$ cat config.mk
export PLATFORM = sky130hd
export DESIGN_NAME = rsw_run_gen_flat
export DESIGN_NICKNAME = d
export VERILOG_FILES = /design/src/rsw_pkg.sv /design/src/rsw_channels.sv /design/src/rsw_run_gen.sv /design/src/flat_wrapper.sv
export VERILOG_INCLUDE_DIRS = /design/src /design/src/src
export SDC_FILE = /design/constraint.sdc
export NUM_CORES = 1
export LEC_CHECK = 0
export BUFFER_PORTS_ARGS = -buffer_cell sky130_fd_sc_hd__buf_2
export CAP_MARGIN = 30
export CORE_UTILIZATION = 48
export DETAILED_ROUTE_END_ITERATION = 10
export PLACE_DENSITY = 0.8
export SYNTH_ARGS = -nofsm -noshare
export SYNTH_HDL_FRONTEND = slang
export SYNTH_SLANG_ARGS = --single-unit
$ cat constraint.sdc
create_clock -name clk -period 4.1 [get_ports clk]
set_input_delay 0.615 -clock clk [delete_from_list [all_inputs] [get_ports clk]]
set_output_delay 0.615 -clock clk [all_outputs]
set_load 0.005 [all_outputs]
$ cat src/rle_span_to_tmds_lane_words_macros.svh
// Assertion macros shared by the span-to-lane-word modules.
// Expects signals clk and arst_n in the scope of each use.
`ifndef RLE_SPAN_TO_TMDS_LANE_WORDS_MACROS_SVH
`define RLE_SPAN_TO_TMDS_LANE_WORDS_MACROS_SVH
`ifndef SYNTH
`define RSW_ASSERT(lbl, cond, msg) \
	lbl: assert property (@(posedge clk) disable iff (!arst_n) (cond)) else $error(msg);
`define RSW_ASSERT_IMP(lbl, ante, cons, msg) \
	lbl: assert property (@(posedge clk) disable iff (!arst_n) (ante) |-> (cons)) \
	else $error(msg);
`define RSW_ASSERT_NXT(lbl, ante, cons, msg) \
	lbl: assert property (@(posedge clk) disable iff (!arst_n) (ante) |=> (cons)) \
	else $error(msg);
`else
`define RSW_ASSERT(lbl, cond, msg)
`define RSW_ASSERT_IMP(lbl, ante, cons, msg)
`define RSW_ASSERT_NXT(lbl, ante, cons, msg)
`endif
`endif

$ cat src/rsw_pkg.sv
// Shared constants, codes and types of the span-to-lane-word block.
// No dependencies.
package rsw_pkg;

	localparam int MAX_WIDTH   = 1024;
	localparam int PAL_DEPTH   = 256;
	localparam int PAL_AW      = $clog2(PAL_DEPTH);
	localparam int LANES       = 3;
	localparam int LANE_W      = 2;
	localparam int SYM_W       = 10;
	localparam int WORD_W      = 2 * SYM_W;
	localparam int PAL_W       = LANES * WORD_W;
	localparam int PEND_W      = LANES * SYM_W;
	localparam int PIX_W       = 11;
	localparam int WP_W        = 9;
	localparam int REP_W       = PIX_W - 1;
	localparam int COLOR_W     = 8;
	localparam int RUN_W       = 8;
	localparam int KIND_W      = 2;
	localparam int APB_AW      = 3;
	localparam int APB_DW      = 32;

	localparam logic [PIX_W-1:0] LINE_WIDTH_RESET = PIX_W'(640);
	localparam logic [APB_AW-3:0] REG_LINE_WIDTH  = '0;

	typedef enum logic [KIND_W-1:0] {
		KIND_SPAN = 2'd0,
		KIND_EOL  = 2'd1,
		KIND_PAL  = 2'd2
	} kind_t;

	typedef logic [WORD_W-1:0] word_t;

	// one accepted span or end of line, between the front and the run generator
	typedef struct packed {
		logic              bnd;
		logic              fill;
		logic              flush;
		logic              odd;
		logic              ld;
		logic [REP_W-1:0]  nw;
		logic [WP_W-1:0]   ws;
	} s1_t;

	function automatic logic [PIX_W-1:0] cap_width(input logic [PIX_W-1:0] w);
		cap_width = (w > PIX_W'(MAX_WIDTH)) ? PIX_W'(MAX_WIDTH) : w;
	endfunction

endpackage

$ cat src/rsw_channels.sv


interface rsw_out_if;
	logic                       valid;
	logic                       ready;
	logic [rsw_pkg::WP_W-1:0]   word_start;
	logic [rsw_pkg::WORD_W-1:0] lane0_word;
	logic [rsw_pkg::WORD_W-1:0] lane1_word;
	logic [rsw_pkg::WORD_W-1:0] lane2_word;
	logic [rsw_pkg::REP_W-1:0]  repeat_count;
	logic                       line_done;

	modport source(output valid, word_start, lane0_word, lane1_word, lane2_word,
		repeat_count, line_done, input ready);
	modport sink(input valid, word_start, lane0_word, lane1_word, lane2_word,
		repeat_count, line_done, output ready);
endinterface

$ cat src/rsw_run_gen.sv
// Run generator: turns one planned item into up to three result runs, output register.
// Depends on rsw_pkg, rsw_channels and the macro header.
`include "rle_span_to_tmds_lane_words_macros.svh"

module rsw_run_gen (
	input  logic                      clk,
	input  logic                      arst_n,
	input  logic                      s1_valid,
	input  rsw_pkg::s1_t              s1_info,
	input  logic [rsw_pkg::PAL_W-1:0] pal_rdata,
	output logic                      s1_take,
	rsw_out_if.source                 out_ch
);

	logic                       gen_v_q, bnd_q, fill_q, flush_q, ld_q;
	logic [rsw_pkg::REP_W-1:0]  nw_q;
	logic [rsw_pkg::WP_W-1:0]   ws_q;
	rsw_pkg::word_t             bnd_word_q [rsw_pkg::LANES];
	rsw_pkg::word_t             fill_word_q [rsw_pkg::LANES];
	logic [rsw_pkg::PEND_W-1:0] flush_low_q;
	logic [rsw_pkg::PEND_W-1:0] pend_low_q;

	logic                       out_v_q;
	rsw_pkg::word_t             out_word_q [rsw_pkg::LANES];
	logic [rsw_pkg::WP_W-1:0]   out_ws_q;
	logic [rsw_pkg::REP_W-1:0]  out_rep_q;
	logic                       out_ld_q;

	logic                       out_free, emit, sel_fill, sel_flush;
	logic                       rem_fill, rem_flush, last, gen_free, s1_has;
	logic [rsw_pkg::REP_W-1:0]  rep;
	rsw_pkg::word_t             cur_word [rsw_pkg::LANES];
	logic [rsw_pkg::PEND_W-1:0] low_new, rd_low;

	assign out_free  = !out_v_q || out_ch.ready;
	assign emit      = gen_v_q && out_free;
	assign sel_fill  = !bnd_q && fill_q;
	assign sel_flush = !bnd_q && !fill_q;
	assign rem_fill  = fill_q && !sel_fill;
	assign rem_flush = flush_q && !sel_flush;
	assign last      = !(rem_fill || rem_flush);
	assign gen_free  = !gen_v_q || (emit && last);
	assign s1_has    = s1_info.bnd || s1_info.fill || s1_info.flush;
	assign s1_take   = s1_valid && (!s1_has || gen_free);
	assign rep       = sel_fill ? nw_q : rsw_pkg::REP_W'(1);

	always_comb begin
		for (int l = 0; l < rsw_pkg::LANES; l++) begin
			rd_low[l*rsw_pkg::SYM_W +: rsw_pkg::SYM_W] =
				pal_rdata[l*rsw_pkg::WORD_W +: rsw_pkg::SYM_W];
			if (bnd_q) begin
				cur_word[l] = bnd_word_q[l];
			end else if (fill_q) begin
				cur_word[l] = fill_word_q[l];
			end else begin
				cur_word[l] = {{rsw_pkg::SYM_W{1'b0}},
					flush_low_q[l*rsw_pkg::SYM_W +: rsw_pkg::SYM_W]};
			end
		end
	end

	assign low_new = s1_info.odd ? rd_low : pend_low_q;

	always_ff @(posedge clk or negedge arst_n) begin
		if (!arst_n) begin
			gen_v_q <= 1'b0;
			bnd_q   <= 1'b0;
			fill_q  <= 1'b0;
			flush_q <= 1'b0;
			out_v_q <= 1'b0;
		end else begin
			if (s1_take && s1_has) begin
				gen_v_q <= 1'b1;
				bnd_q   <= s1_info.bnd;
				fill_q  <= s1_info.fill;
				flush_q <= s1_info.flush;
			end else if (emit) begin
				bnd_q   <= 1'b0;
				fill_q  <= rem_fill;
				flush_q <= rem_flush;
				if (last) begin
					gen_v_q <= 1'b0;
				end
			end
			if (emit) begin
				out_v_q <= 1'b1;
			end else if (out_ch.ready) begin
				out_v_q <= 1'b0;
			end
		end
	end

	always_ff @(posedge clk) begin
		if (s1_take) begin
			pend_low_q <= low_new;
		end
		if (s1_take && s1_has) begin
			ld_q        <= s1_info.ld;
			nw_q        <= s1_info.nw;
			ws_q        <= s1_info.ws;
			flush_low_q <= low_new;
			for (int l = 0; l < rsw_pkg::LANES; l++) begin
				fill_word_q[l] <= pal_rdata[l*rsw_pkg::WORD_W +: rsw_pkg::WORD_W];
				bnd_word_q[l]  <= {pal_rdata[l*rsw_pkg::WORD_W + rsw_pkg::SYM_W +: rsw_pkg::SYM_W],
					pend_low_q[l*rsw_pkg::SYM_W +: rsw_pkg::SYM_W]};
			end
		end else if (emit) begin
			ws_q <= ws_q + rep[rsw_pkg::WP_W-1:0];
		end
		if (emit) begin
			out_ws_q  <= ws_q;
			out_rep_q <= rep;
			out_ld_q  <= ld_q && last;
			for (int l = 0; l < rsw_pkg::LANES; l++) begin
				out_word_q[l] <= cur_word[l];
			end
		end
	end

	assign out_ch.valid        = out_v_q;
	assign out_ch.word_start   = out_ws_q;
	assign out_ch.lane0_word   = out_word_q[0];
	assign out_ch.lane1_word   = out_word_q[1];
	assign out_ch.lane2_word   = out_word_q[2];
	assign out_ch.repeat_count = out_rep_q;
	assign out_ch.line_done    = out_ld_q;

	`RSW_ASSERT_IMP(a_gen_mask, gen_v_q, bnd_q || fill_q || flush_q, "generator holds no run")
	`RSW_ASSERT_IMP(a_rep_nz, out_v_q, out_rep_q != '0, "zero repeat count")
	`RSW_ASSERT_IMP(a_take_free, s1_take && s1_has, gen_free, "item loaded over busy generator")

endmodule

$ cat src/flat_wrapper.sv
// flat-port wrapper written by rule: the top's interface ports become plain ports
module rsw_run_gen_flat 
  (clk, arst_n, s1_valid, s1_info, pal_rdata, s1_take, out_ch_valid, out_ch_word_start, out_ch_lane0_word, out_ch_lane1_word, out_ch_lane2_word, out_ch_repeat_count, out_ch_line_done, out_ch_ready);
  rsw_out_if out_ch_i ();
  input  logic clk;
  input  logic arst_n;
  input  logic s1_valid;
  input  rsw_pkg::s1_t s1_info;
  input  logic [rsw_pkg::PAL_W-1:0] pal_rdata;
  output logic s1_take;
  output wire logic [$bits(out_ch_i.valid)-1:0] out_ch_valid;
  output wire logic [$bits(out_ch_i.word_start)-1:0] out_ch_word_start;
  output wire logic [$bits(out_ch_i.lane0_word)-1:0] out_ch_lane0_word;
  output wire logic [$bits(out_ch_i.lane1_word)-1:0] out_ch_lane1_word;
  output wire logic [$bits(out_ch_i.lane2_word)-1:0] out_ch_lane2_word;
  output wire logic [$bits(out_ch_i.repeat_count)-1:0] out_ch_repeat_count;
  output wire logic [$bits(out_ch_i.line_done)-1:0] out_ch_line_done;
  input wire logic [$bits(out_ch_i.ready)-1:0] out_ch_ready;
  assign out_ch_valid = out_ch_i.valid;
  assign out_ch_word_start = out_ch_i.word_start;
  assign out_ch_lane0_word = out_ch_i.lane0_word;
  assign out_ch_lane1_word = out_ch_i.lane1_word;
  assign out_ch_lane2_word = out_ch_i.lane2_word;
  assign out_ch_repeat_count = out_ch_i.repeat_count;
  assign out_ch_line_done = out_ch_i.line_done;
  assign out_ch_i.ready = out_ch_ready;
  rsw_run_gen u_core (.clk(clk), .arst_n(arst_n), .s1_valid(s1_valid), .s1_info(s1_info), .pal_rdata(pal_rdata), .s1_take(s1_take), .out_ch(out_ch_i));
endmodule
======== After elaboration in Yosys (flattened, before gate mapping) ========
Memory sizes are Yosys's and may differ from the RTL's.
Index checks and enable logic that the tools add are counted.
word-level totals
  memories ................................ 3
  register bits ........................... 105
  output and inout bits ................... 82
  bits in latches ......................... 0
  memory bits (read-only) ................. 0
  input port bits ......................... 88
  memory bits (writable) .................. 180
  logic and storage cells ................. 70
operators by class
  bitwise logic cells ..................... 0
  multipliers ............................. 0
  eq/ne operators ......................... 1
  muxes and demuxes ....................... 25
  add/subtract/negate cells ............... 1
  order comparisons ....................... 0
  reductions and logical operators ........ 26
  shift-type cells ........................ 0
  divide/modulo/power cells ............... 0
memory list
  memory              words  width  rd ports  clocked after Yosys merged registers in  write ports  RTL line           source
  u_core.bnd_word_q   3      20     3         0                                        3            rsw_run_gen.sv:18  rsw_pkg::word_t bnd_word_q [rsw_pkg::LANES];
  u_core.fill_word_q  3      20     3         0                                        3            rsw_run_gen.sv:19  rsw_pkg::word_t fill_word_q [rsw_pkg::LANES];
  u_core.out_word_q   3      20     3         0                                        3            rsw_run_gen.sv:24  rsw_pkg::word_t out_word_q [rsw_pkg::LANES];
operators with widths
  kind                                           number
  20-bit 2-to-1 mux                              6
  30-bit 2-to-1 mux                              1
  9-bit 2-to-1 mux                               3
  1-bit 2-to-1 mux                               15
  9-bit adder                                    1
  1-bit logical AND                              9
  1-bit logical NOT                              8
  1-bit logical OR                               6
  2-bit nonzero test                             2
  2-bit inequality test (second input constant)  1
  2-bit AND reduction                            1

======== Longest topological paths before layout ========
Gate-level depths: netlist of run 1.
  word-level depth ........................ 13
  mapped depth ............................ 11
  gate-level depth less buffers ........... 10

======== Least setup slack after synthesis of run 1 ========
Ideal clock, no wire load.
  path kind ............................... input to register
  start ................................... input out_ch_ready
  end ..................................... register u_core.flush_q
  arrival ................................. 3035 ps
  stages on the path ...................... 6
  buffers on the path ..................... 0
  library setup time ...................... 67 ps
  data required time ...................... 4033 ps
  path slack .............................. 998 ps
  cell sequence ........................... nand2b_1 nand2_1 inv_1 o21ai_0 o21ai_2 a22o_1
between the ends
  longest elaborated chain between the ends .. 8
  elaborated cells between the ends (all ways) .. 9
  those cells by class .................... 1 x mux; 8 x reduce/logical
ends and longest elaborated chain
  what                                                    RTL line            source
  start, declared                                         flat_wrapper.sv:18  input wire logic [$bits(out_ch_i.ready)-1:0] out_ch_ready;
  1-bit logical OR (*)                                    rsw_run_gen.sv:35   assign out_free = !out_v_q || out_ch.ready;
  1-bit logical AND (*)                                   rsw_run_gen.sv:36   assign emit = gen_v_q && out_free;
  net u_core.emit                                         rsw_run_gen.sv:29   logic out_free, emit, sel_fill, sel_flush;
  1-bit logical AND                                       rsw_run_gen.sv:42   assign gen_free = !gen_v_q || (emit && last);
  1-bit logical OR                                        rsw_run_gen.sv:42
  1-bit logical OR                                        rsw_run_gen.sv:44   assign s1_take = s1_valid && (!s1_has || gen_free);
  1-bit logical AND                                       rsw_run_gen.sv:44
  1-bit logical AND                                       rsw_run_gen.sv:72   if (s1_take && s1_has) begin
  1-bit 2-to-1 mux or 2-bit nonzero test (tied branches)  n/a
  end signal, assigned                                    rsw_run_gen.sv:76   flush_q <= s1_info.flush;
  end signal, assigned                                    rsw_run_gen.sv:80   flush_q <= rem_flush;
  end, declared                                           rsw_run_gen.sv:15   logic gen_v_q, bnd_q, fill_q, flush_q, ld_q;
The timed path passes the listed nets; every way through them passes the cells marked *.
A chain may end at the register's enable or synchronous reset.

======== Final worst setup path of run 1 ========
  start ................................... register u_core.fill_q
  end ..................................... output s1_take
between the ends
  longest elaborated chain between the ends .. 10
  elaborated cells between the ends (all ways) .. 13
  those cells by class .................... 13 x reduce/logical
ends and longest elaborated chain
  what                    RTL line            source
  start, declared         rsw_run_gen.sv:15
  start signal, assigned  rsw_run_gen.sv:75   fill_q <= s1_info.fill;
  start signal, assigned  rsw_run_gen.sv:79   fill_q <= rem_fill;
  1-bit logical NOT       rsw_run_gen.sv:38   assign sel_flush = !bnd_q && !fill_q;
  1-bit logical AND       rsw_run_gen.sv:38
  1-bit logical NOT       rsw_run_gen.sv:40   assign rem_flush = flush_q && !sel_flush;
  1-bit logical AND       rsw_run_gen.sv:40
  1-bit logical OR (*)    rsw_run_gen.sv:41   assign last = !(rem_fill || rem_flush);
  1-bit logical NOT (*)   rsw_run_gen.sv:41
  1-bit logical AND (*)   rsw_run_gen.sv:42
  1-bit logical OR (*)    rsw_run_gen.sv:42
  1-bit logical OR (*)    rsw_run_gen.sv:44
  1-bit logical AND (*)   rsw_run_gen.sv:44
  end, declared           flat_wrapper.sv:10  output logic s1_take;
Mark *: on every way between the ends. The rest lies on a longest branch, timed or not.

==> impl_metrics.py, run 1 <==
metrics = {
    "grt": {
        "antenna_found_initial": 1,
        "grt_pass1_vias": 5108,
        "use_met2": 0.2895,
        "grt_max_degree": 65,
        "top_usage_layer": "met2",
        "grtUsageTotal": 0.1672,
        "overflow": 0,
        "grt_first_pass_wirelength_um": 26010,
        "grtUsageMet1": 0.2133,
        "met3_usage": 0.03634,
    },
    "yosys": {
        "syn_inst": 516,
        "ys_async_sr_fraction": 0.01961,
        "synthDistinctLibCells": 38,
        "synth_most_common_cell": "edfxtp_1",
        "ys_top_cells_by_area": "edfxtp_1 (79%), mux2_2 (3.6%), mux2i_1 (3.2%)",
        "synth_common_cells": "edfxtp_1 (250), nand2_1 (40), o21ai_0 (34)",
        "synth_edf_count": 250,
        "syn_area_mm2": 0.009445,
        "yosysTopAreaCellShare": 0.7948,
        "syn_nets": 613,
        "synth_ff_type": "edfxtp_1",
        "syn_avg_cell_area_um2": 18.30,
        "ys_seq_area_frac": 0.8081,
        "yosys_warnings": 0,
        "yosysTopAreaCell": "edfxtp_1",
        "synth-seq-cells": 255,
    },
    "timing": {
        "finalHoldViolCount": 0,
        "period_needed_ns": 3.187,
        "setup-violations-final": 0,
        "fin_crit_sh": 0.7773,
        "timing.setup.tns_ns": 0,
        "worst_slew_pin_slew_ns": 0.7972,
        "relSlewSlack": 0.4685,
        "worst_hold_slack_ns": 0.2696,
        "worst_clock_skew_ns": 0.007995,
        "rsz0062_at_grt": "no",
        "fmax_ghz": 0.3138,
        "finalMaxSlewViolations": 0,
    },
    "clock_tree": {
        "ctsLongestPathBuffers": 3,
        "clkTransAtPathRegs_ns": 0.07,
        "clk_latency_ns": 0.52,
        "cts_root_buffer": "clkbuf_16",
        "cts_inserted_buffers": 25,
        "h-tree-depth": 1,
        "cts_sinks": 255,
        "cts_tree": "done",
    },
    "worst_hold_path": {
        "worstHoldPathCells": 1,
        "hold_path_class": "primary input to register",
    },
    "die": {
        "num_rows": 50,
        "die_w_um": 142.3,
        "die_area_mm2": 0.02024,
        "initial_core_util": 0.4966,
        "die_h_um": 142.3,
        "core-area_mm2": 0.01902,
        "pin_count": 170,
    },
    "drt": {
        "dr.pass1.iters": 4,
        "totalWireLength_um": 16730,
        "remaining_drc_errors": 0,
        "wl_per_cell_um": 17.05,
        "vias": 5000,
        "vias_per_cell": 5.097,
        "ant_nets": 0,
        "drt_iter0_markers": 269,
    },
    "final_layout": {
        "area_delta_synth_final_pct": 21.42,
        "regArea_mm2": 0.007635,
        "n_fill_cell": 1421,
        "fin_area_mm2": 0.01147,
        "multi_input_area_mm2": 0.001707,
        "nNetsFinal": 799,
        "drive_above_1_share": 0.3556,
    },
    "critical_path": {
        "ff2ff_path_depth": 9,
        "crit_path_end": "s1_take",
        "regToRegSetupSlack_ns": 1.21,
        "critPathArrivalTime_ns": 2.57,
        "critPathMaxFanout": 34,
        "critPathLaunch": "u_core.fill_q$_DFFE_PN0P_",
        "r2r-end": "u_core.ws_q[7]$_DFFE_PP_",
        "end_kind": "primary output",
        "worstSetupStartpointType": "register",
        "cp.required_ns": 3.48,
        "worst-setup-path-type": "register to primary output",
        "rr_startpoint": "u_core.bnd_q$_DFFE_PN0P_",
    },
    "power_and_ir_drop": {
        "p_leak_uw": 0.004282,
        "powerDensity_mw_per_mm2": 732.3,
        "irDropWorstVdd_v": 0.0003687,
    },
    "placement": {
        "place_hpwl_um": 10860,
        "port_buffers": 169,
        "place_congestion": 0.8206,
        "post_dp_cell_area_mm2": 0.01062,
    },
    "flow_run": {
        "max-cap-violations": 0,
    },
    "status": {
        "status": "completed",
    },
}
[worst max-delay path, cell delays in order, from the launching register on]
cell and delay, ns:
dfrtp_2 0.39, buf_4 0.32, maj3_2 0.41, o21ai_4 0.19, o21a_2 0.53, buf_2 0.21
[worst min path at each step]
stage / slack, ns / startpoint / endpoint
final: 0.27 / s1_info[13] / u_core.nw_q[4]$_DFFE_PP_
after global routing: 0.25 / s1_info[13] / u_core.nw_q[4]$_DFFE_PP_
after CTS: 0.24 / s1_info[13] / u_core.nw_q[4]$_DFFE_PP_
after detailed placement: 0.43 / arst_n / u_core.gen_v_q$_DFFE_PN0P_
after global placement: 0.43 / arst_n / u_core.out_ch.valid$_DFFE_PN0P_
after floorplan: 0.32 / arst_n / u_core.bnd_q$_DFFE_PN0P_
[cell type report]
| class | instances | share of cell area |
|---|---|---|
| multi-input cells | 238 | 0.1488 |
| diodes | 1 | 0.0002182 |
| inverters | 5 | 0.002182 |
| repair buffers | 177 | 0.08204 |
| clock buffers | 27 | 0.05520 |
| flip-flops and latches | 255 | 0.6657 |
| well taps | 260 | 0.02837 |
| clock inverters | 18 | 0.01746 |
[power by group]
group / switching [uW] / internal [uW] / leakage (uW)
logic: 1170 / 752 / 0.00142
clock network: 925 / 1370 / 0.000404
registers: 229 / 3950 / 0.00246
[cell usage in the layout, fill, tap and decap left out, types with 2 or more instances in the layout]
cell / instances
a21oi_1: 9
clkinv_4: 2
xor2_1: 2
dfrtp_1: 3
edfxtp_1: 250
bufinv_16: 4
inv_6: 2
o21ai_0: 34
xnor2_1: 5
clkinvlp_4: 2
nor3_1: 2
nor2b_1: 33
buf_12: 2
a21o_1: 3
mux2i_1: 30
clkbuf_1: 2
clkbuf_16: 25
dfrtp_2: 2
buf_4: 4
clkinv_1: 5
nand2_1: 40
inv_1: 3
nor2_1: 10
and2_1: 9
buf_2: 169
mux2_2: 30
ha_1: 8
clkinv_2: 5
nand2b_1: 4
[cells by family (layout without fill, tap and decap cells)]
| group | after synthesis | in the layout | synth area share |
|---|---|---|---|
| multiplexers | 60 | 60 | 0.06756 |
| adder cells (fa/ha/maj) | 10 | 10 | 0.01391 |
| XOR/XNOR | 7 | 7 | 0.006491 |
| AND/OR/NAND/NOR | 103 | 103 | 0.05603 |
| buffers and inverters | 23 | 227 | 0.01166 |
| AO/OA/AOI/OAI | 58 | 58 | 0.03630 |
| flip-flops | 255 | 255 | 0.8081 |
| other | 0 | 1 | 0 |
[state kept, by name, indices dropped and copies added, names as in the netlist, 9 cells and up]
| signal | flops |
|---|---|
| u_core.fill_word_q | 30 |
| u_core.out_ch.repeat_count | 10 |
| u_core.ws_q | 9 |
| u_core.nw_q | 10 |
| u_core.out_word_q | 60 |
| u_core.bnd_word_q | 60 |
| u_core.out_ch.word_start | 9 |
| u_core.pend_low_q | 30 |
| u_core.flush_low_q | 30 |
[repair_timing]
action | CTS | global route
gates resized for setup | 0 | 0
buffers inserted | 0 | 0
hold endpoints to repair | 5 | 0
hold buffers | 1 | 0
[through the flow]
step,util,total power [uW],setup slack (ns),std cells
after floorplan,-,5379,0.9978,516
after global placement,0.5578,6048,1.298,933
after detailed placement,0.5586,6181,1.220,934
after CTS,0.6029,8498,0.8646,980
after global routing,0.6029,8847,0.7844,980
final,0.6030,8398,0.9130,981
[layer usage]
layer	routed length, um	part of all wire
met2	8277	0.49
met5	0	0
met1	6891	0.41
met4	305	0.018
met3	1256	0.075
(Power assumes the default switching activity.)
==> run 2: changes to the inputs <==
ABC_AREA = 1   (was unset)
clock period = 3 ns   (was 4.1 ns; I/O delays follow)
==> run 2 against run 1 <==
  * Die area up 1.6%
  * Critical path depth up 7
  * Clock skew up 0.0012 ns
  * Synthesized area up 1.7%
  * Cell area up 2.1%
  * Clock power up 43%
  * Sequential share of layout area down 1.4 points
  * Routed wire length up 2.9%
  * Count of clock-buffer cells in the layout up 2
  * Critical path type is now register to register
  * Highest routed layer unchanged
==> impl_metrics.py, run 2 <==
metrics = {
    "critical_path": {
        "cp.required_ns": 3.28,
        "end_kind": "register",
        "worstSetupStartpointType": "register",
        "cpMaxStageDelayCell": "dfrtp_2",
        "critPathMaxFanout": 32,
        "path_common_cell": "nand2_1",
        "worst-setup-path-type": "register to register",
        "crit_path_max_incr_delay_ns": 0.46,
        "critPathArrivalTime_ns": 2.71,
        "path_cells": "nor2_4 > buf_4 > nand2_1 > fa_1 > inv_1 > nand3_1 > nand2_1 > nand2_1 > nand3_1 > nand2_1 > nand2_1 > nand2_1",
    },
    "yosys": {
        "ys_top_cells_by_area": "edfxtp_1 (78%), nand2_1 (6.2%), mux2_2 (3.5%)",
        "synth_most_common_cell": "edfxtp_1",
        "yosys_warnings": 0,
        "synth_edf_count": 250,
        "synth-seq-cells": 255,
        "yosysTopAreaCellShare": 0.7819,
        "ys_async_sr_fraction": 0.01961,
        "synthDistinctLibCells": 26,
        "syn_area_mm2": 0.009602,
        "ys_seq_area_frac": 0.7949,
        "synth_ff_type": "edfxtp_1",
        "synth_common_cells": "edfxtp_1 (250), nand2_1 (159), inv_1 (66)",
        "syn_avg_cell_area_um2": 14.79,
        "yosysTopAreaCell": "edfxtp_1",
        "syn_nets": 746,
        "syn_inst": 649,
    },
    "status": {
        "status": "completed",
    },
    "grt": {
        "antenna_found_initial": 2,
        "grt_pass1_vias": 5277,
        "grt_max_degree": 69,
        "grtUsageTotal": 0.1692,
        "overflow": 0,
        "grt_first_pass_wirelength_um": 26410,
    },
    "timing": {
        "rsz0062_at_grt": "no",
        "worst_clock_skew_ns": 0.009149,
        "setup-violations-final": 0,
        "period_needed_ns": 2.434,
        "finalMaxSlewViolations": 0,
        "fmax_ghz": 0.4109,
        "worst_slew_pin_slew_ns": 0.8222,
        "fin_crit_sh": 0.8112,
        "relSlewSlack": 0.4518,
        "finalHoldViolCount": 0,
        "timing.setup.tns_ns": 0,
    },
    "die": {
        "die_h_um": 143.4,
        "die_area_mm2": 0.02057,
        "pin_count": 170,
        "num_rows": 51,
        "die_w_um": 143.4,
        "initial_core_util": 0.4917,
        "core-area_mm2": 0.01953,
    },
    "clock_tree": {
        "cts_root_buffer": "clkbuf_16",
        "post_cts_resized": 0,
        "h-tree-depth": 1,
        "cts_tree": "done",
        "clkTransAtPathRegs_ns": 0.06,
        "cts_sinks": 255,
        "clk_latency_ns": 0.52,
        "ctsLongestPathBuffers": 3,
        "cts_inserted_buffers": 26,
    },
    "placement": {
        "dp_cells": 1076,
        "place_hpwl_um": 11180,
        "place_congestion": 0.8331,
        "port_buffers": 169,
    },
    "power_and_ir_drop": {
        "p_leak_uw": 0.004822,
        "finalPower_uw": 12030,
        "irDropWorstVdd_v": 0.0005967,
        "powerDensity_mw_per_mm2": 1028,
    },
    "drt": {
        "vias": 5387,
        "remaining_drc_errors": 0,
        "totalWireLength_um": 17220,
        "vias_per_cell": 4.797,
        "dr.pass1.iters": 5,
        "wl_per_cell_um": 15.33,
        "drt_iter0_markers": 291,
        "ant_nets": 0,
    },
    "final_layout": {
        "final_cell_mix": "edfxtp_1 (250), buf_2 (169), nand2_1 (159)",
        "top_regs": "u_core.bnd_word_q: 60 flops, u_core.out_word_q: 60 flops",
        "n_fill_cell": 1495,
        "drive_above_1_share": 0.3037,
        "area_delta_synth_final_pct": 21.96,
        "fin_util": 0.5997,
        "nNetsFinal": 937,
        "final_common_cell": "edfxtp_1",
        "final_cell_count_no_fill": 1123,
    },
    "worst_hold_path": {
        "hold_path_class": "primary input to register",
    },
    "flow_run": {
        "max-cap-violations": 0,
    },
}
run 2: cell types whose count changed after synthesis, sizes merged, moves of 5 or more:
cell	previous run	this run
nor2	11	42
o21ai	37	1
clkbuf	13	8
nand3	1	44
and2	9	0
buf	5	10
mux2i	30	0
a21oi	10	4
nor2b	33	0
nand4	0	7
nand2	40	162
inv	4	70
run 2: cell families (layout without fill, tap and decap cells):
family          Yosys count  after routing  synth area share
compound gates            6              6          0.003258
xor+xnor                  3              3          0.002737
fa+ha+maj                 9              9           0.01251
buf+inv                  89            296           0.03766
flops                   255            255            0.7949
mux                      30             30           0.03518
other cells               0              2                 0
simple gates            257            257            0.1138
run 2: critical path: cells and delay by family (launching register included):
kind / cells / cell delay (ns)
adders and majority gates: 1 / 0.46
buffers and inverters: 2 / 0.44
DFF: 1 / 0.46
and+or+nand+nor: 9 / 0.81
run 2: layout make-up:
class                           count  area [um^2]  area share
Timing Repair Buffer              181        963.4     0.08227
Antenna cell                        2        5.005   0.0004274
Inverter                           71        274.0     0.02340
Clock buffer                       29        661.9     0.05652
Clock inverter                     15        216.5     0.01848
Multi-Input combinational cell    305         1624      0.1387
Tap cell                          265        331.6     0.02831
Sequential cell                   255         7634      0.6519
run 2: worst paths after layout:
check | start | to | slack [ns] | cells past startpoint
setup / recovery | u_core.bnd_q$_DFFE_PN0P_ | u_core.ws_q[6]$_DFFE_PP_ | 0.57 | 12
hold / removal | s1_info[9] | u_core.nw_q[0]$_DFFE_PP_ | 0.11 | 1
setup reg to reg | u_core.bnd_q$_DFFE_PN0P_ | u_core.ws_q[6]$_DFFE_PP_ | 0.57 | 12
hold reg to reg | u_core.pend_low_q[7]$_DFFE_PP_ | u_core.bnd_word_q[0][7]$_DFFE_PP_ | 0.44 | 0
max in group asynchronous | arst_n | u_core.bnd_q$_DFFE_PN0P_ | 2.57 | 2
min in group asynchronous | arst_n | u_core.fill_q$_DFFE_PN0P_ | 0.28 | 2
run 2: what timing repair did:
item	in CTS	in global routing
endpoints found under the hold margin	5	0
buffers inserted	0	0
hold buffers	1	0
run 2: report_power, final:
part	total [uW]	leakage, uW	internal [uW]	switching, uW
sequential	5810	0.00246	5480	328
clock	3280	0.000414	2010	1270
combinational	2950	0.00195	1020	1930
run 2: through the flow:
| step | area [um^2] | hold slack [ns] | worst slack (ns) |
|---|---|---|---|
| floorplan | 9613 | 0.1544 | 0.2304 |
| CTS | 11710 | 0.08489 | 0.5389 |
| detailed placement | 10820 | 0.2795 | 0.5481 |
| finish | 11710 | 0.1057 | 0.5663 |
| global route | 11710 | 0.08020 | 0.3196 |
| global placement | 10820 | 0.2759 | 0.6397 |
run 2: metal layers:
metal  up-vias  share of wire  track usage
li1       2639              -            -
met1      2523           0.41       0.2043
met2       196           0.49       0.2984
met3        29          0.073      0.03632
met4         0          0.022      0.06103
met5         -              0            0
==> run 3: changes to the inputs <==
clock period = 2.3 ns   (was 3 ns; I/O delays follow)
==> run 3 against run 2 <==
  * Utilization increased by 3.8 points
  * Sequential power grew 31%
  * Via count rose by 5.5%
  * Register-to-register slack got worse by 0.35 ns
  * Clock skew is 0.0017 ns higher
  * Die area did not move
  * Critical path depth down 3
  * Sequential cell count unchanged
  * Cell area increased by 6.3%
  * Combinational power is 44% higher
  * Power is 33% higher
  * Cell count rose by 6.3%
  * Critical path type is now register to primary output
  * Largest cell class unchanged
  * Highest routed layer unchanged
==> impl_metrics.py, run 3 (synthesized netlist as in run 2, its figures left out) <==
metrics = {
    "clock_tree": {
        "cts_tree": "done",
        "cts_root_buffer": "clkbuf_16",
        "clkTransAtPathRegs_ns": 0.06,
        "ctsLongestPathBuffers": 3,
        "cts_inserted_buffers": 26,
        "h-tree-depth": 1,
        "clk_latency_ns": 0.52,
        "cts_sinks": 255,
    },
    "critical_path": {
        "critPathMaxFanout": 17,
        "worst-setup-path-type": "register to primary output",
        "cpMaxStageDelayCell": "dfrtp_2",
        "worstSetupStartpointType": "register",
        "path_common_cell": "nand2_4",
        "crit_path_max_incr_delay_ns": 0.43,
        "cp.required_ns": 1.96,
        "path_cells": "buf_12 > inv_4 > nand2_4 > nand2_4 > nand3_4 > nand3_1 > nand2_1 > clkinv_1 > buf_2",
        "end_kind": "primary output",
        "critPathArrivalTime_ns": 1.84,
    },
    "drt": {
        "drt_iter0_markers": 254,
        "remaining_drc_errors": 0,
        "ant_nets": 0,
        "vias": 5681,
        "wl_per_cell_um": 15.89,
        "totalWireLength_um": 18970,
        "dr.pass1.iters": 4,
        "vias_per_cell": 4.758,
    },
    "die": {
        "core-area_mm2": 0.01953,
        "initial_core_util": 0.4917,
        "die_h_um": 143.4,
        "pin_count": 170,
        "die_w_um": 143.4,
        "num_rows": 51,
        "die_area_mm2": 0.02057,
    },
    "final_layout": {
        "n_antenna_cell": 0,
        "nNetsFinal": 1006,
        "n_fill_cell": 1412,
        "area_delta_synth_final_pct": 29.62,
        "final_cell_mix": "edfxtp_1 (250), buf_2 (169), nand2_1 (156)",
        "top_regs": "u_core.bnd_word_q: 60 flops, u_core.out_word_q: 60 flops",
        "fin_util": 0.6374,
        "final_common_cell": "edfxtp_1",
        "drive_above_1_share": 0.3003,
    },
    "grt": {
        "antenna_found_initial": 0,
        "overflow": 0,
        "grt_first_pass_wirelength_um": 28410,
        "grt_max_degree": 50,
        "grtUsageTotal": 0.1817,
        "grt_pass1_vias": 5618,
    },
    "timing": {
        "finalWorstSetupSlack_ns": 0.1169,
        "worst_slew_pin_slew_ns": 0.4230,
        "fmax_ghz": 0.4581,
        "period_needed_ns": 2.183,
        "finalMaxSlewViolations": 0,
        "fin_crit_sh": 0.9492,
        "worst_clock_skew_ns": 0.01081,
        "rsz0062_at_grt": "no",
        "finalHoldViolCount": 0,
        "setup-violations-final": 0,
        "relSlewSlack": 0.7180,
    },
    "power_and_ir_drop": {
        "pwr-share-comb": 0.267,
        "irDropWorstVdd_v": 0.0006889,
        "netSwitchingFraction": 0.2985,
        "p_clk_frac": 0.256,
        "p_leak_uw": 0.005133,
        "seqPwrFrac": 0.477,
        "powerDensity_mw_per_mm2": 1282,
        "p_int_uw": 11190,
        "finalPower_uw": 15960,
        "p_switching_uw": 4764,
    },
    "flow_run": {
        "max-cap-violations": 0,
    },
    "placement": {
        "place_hpwl_um": 11740,
        "place_congestion": 0.8580,
        "port_buffers": 169,
        "dp_slack_ns": 0.07531,
    },
    "worst_hold_path": {
        "hold_path_class": "primary input to register",
    },
    "status": {
        "status": "completed",
    },
}
-- run 3: final timing paths --
kind                       slack (ns)  cells after the start                             from                                  end
max                              0.12                      9         u_core.bnd_q$_DFFE_PN0P_                              s1_take
min                              0.02                      1                    pal_rdata[20]  u_core.fill_word_q[0][20]$_DFFE_PP_
max reg2reg                      0.22                     15         u_core.bnd_q$_DFFE_PN0P_             u_core.ws_q[6]$_DFFE_PP_
min reg2reg                      0.45                      0  u_core.pend_low_q[28]$_DFFE_PP_   u_core.bnd_word_q[0][48]$_DFFE_PP_
max in group asynchronous        1.95                      2                           arst_n             u_core.bnd_q$_DFFE_PN0P_
min in group asynchronous        0.19                      2                           arst_n           u_core.flush_q$_DFFE_PN0P_
-- run 3: per-stage QoR --
stage	cells	TNS (ns)	hold WS, ns	instance area (um^2)
2_1_floorplan	649	-3.220	0.04941	9615
3_3_place_gp	1085	0	0.1745	10950
3_5_place_dp	1085	0	0.1772	10950
4_1_cts	1189	0	0.0003566	12360
5_1_grt	1194	0	0.00005854	12450
6_report	1194	0	0.01754	12450
-- run 3: layout make-up --
cell class | count | area [um^2] | share of cell area
Clock inverter | 15 | 163.9 | 0.01317
Multi-Input combinational cell | 305 | 1649 | 0.1325
Sequential cell | 255 | 7634 | 0.6133
Timing Repair Buffer | 250 | 1717 | 0.1379
Clock buffer | 33 | 676.9 | 0.05439
Tap cell | 265 | 331.6 | 0.02664
Inverter | 71 | 274.0 | 0.02202
-- run 3: critical path, delay by kind of cell, from the launching register on --
family,cells,cell delay (ns)
buffers and inverters,4,0.52
flip-flops,1,0.43
AND/OR/NAND/NOR,5,0.36
-- run 3: power groups by stage --
stage | Combinational, uW | Clock (uW) | Sequential [uW]
detailed placement | 4040 | 0 | 7690
floorplan | 2250 | 0 | 7710
finish | 4250 | 4090 | 7620
global placement | 3900 | 0 | 7640
global route | 4770 | 4360 | 7750
CTS | 4160 | 4190 | 7610
-- run 3: what timing repair did --
item	in CTS	in global routing
endpoints found under the setup margin	1	4
setup buffers	0	2
gates cloned	0	1
endpoints found under the hold margin	60	2
gates resized for setup	3	7
hold buffers	56	2
pin swaps	0	2
-- run 3: metal layers --
layer,vias up,GRT usage,share of wire
li1,2772,-,-
met1,2682,0.2188,0.40
met2,184,0.3268,0.51
met3,43,0.03732,0.063
met4,0,0.05599,0.025
met5,-,0,0
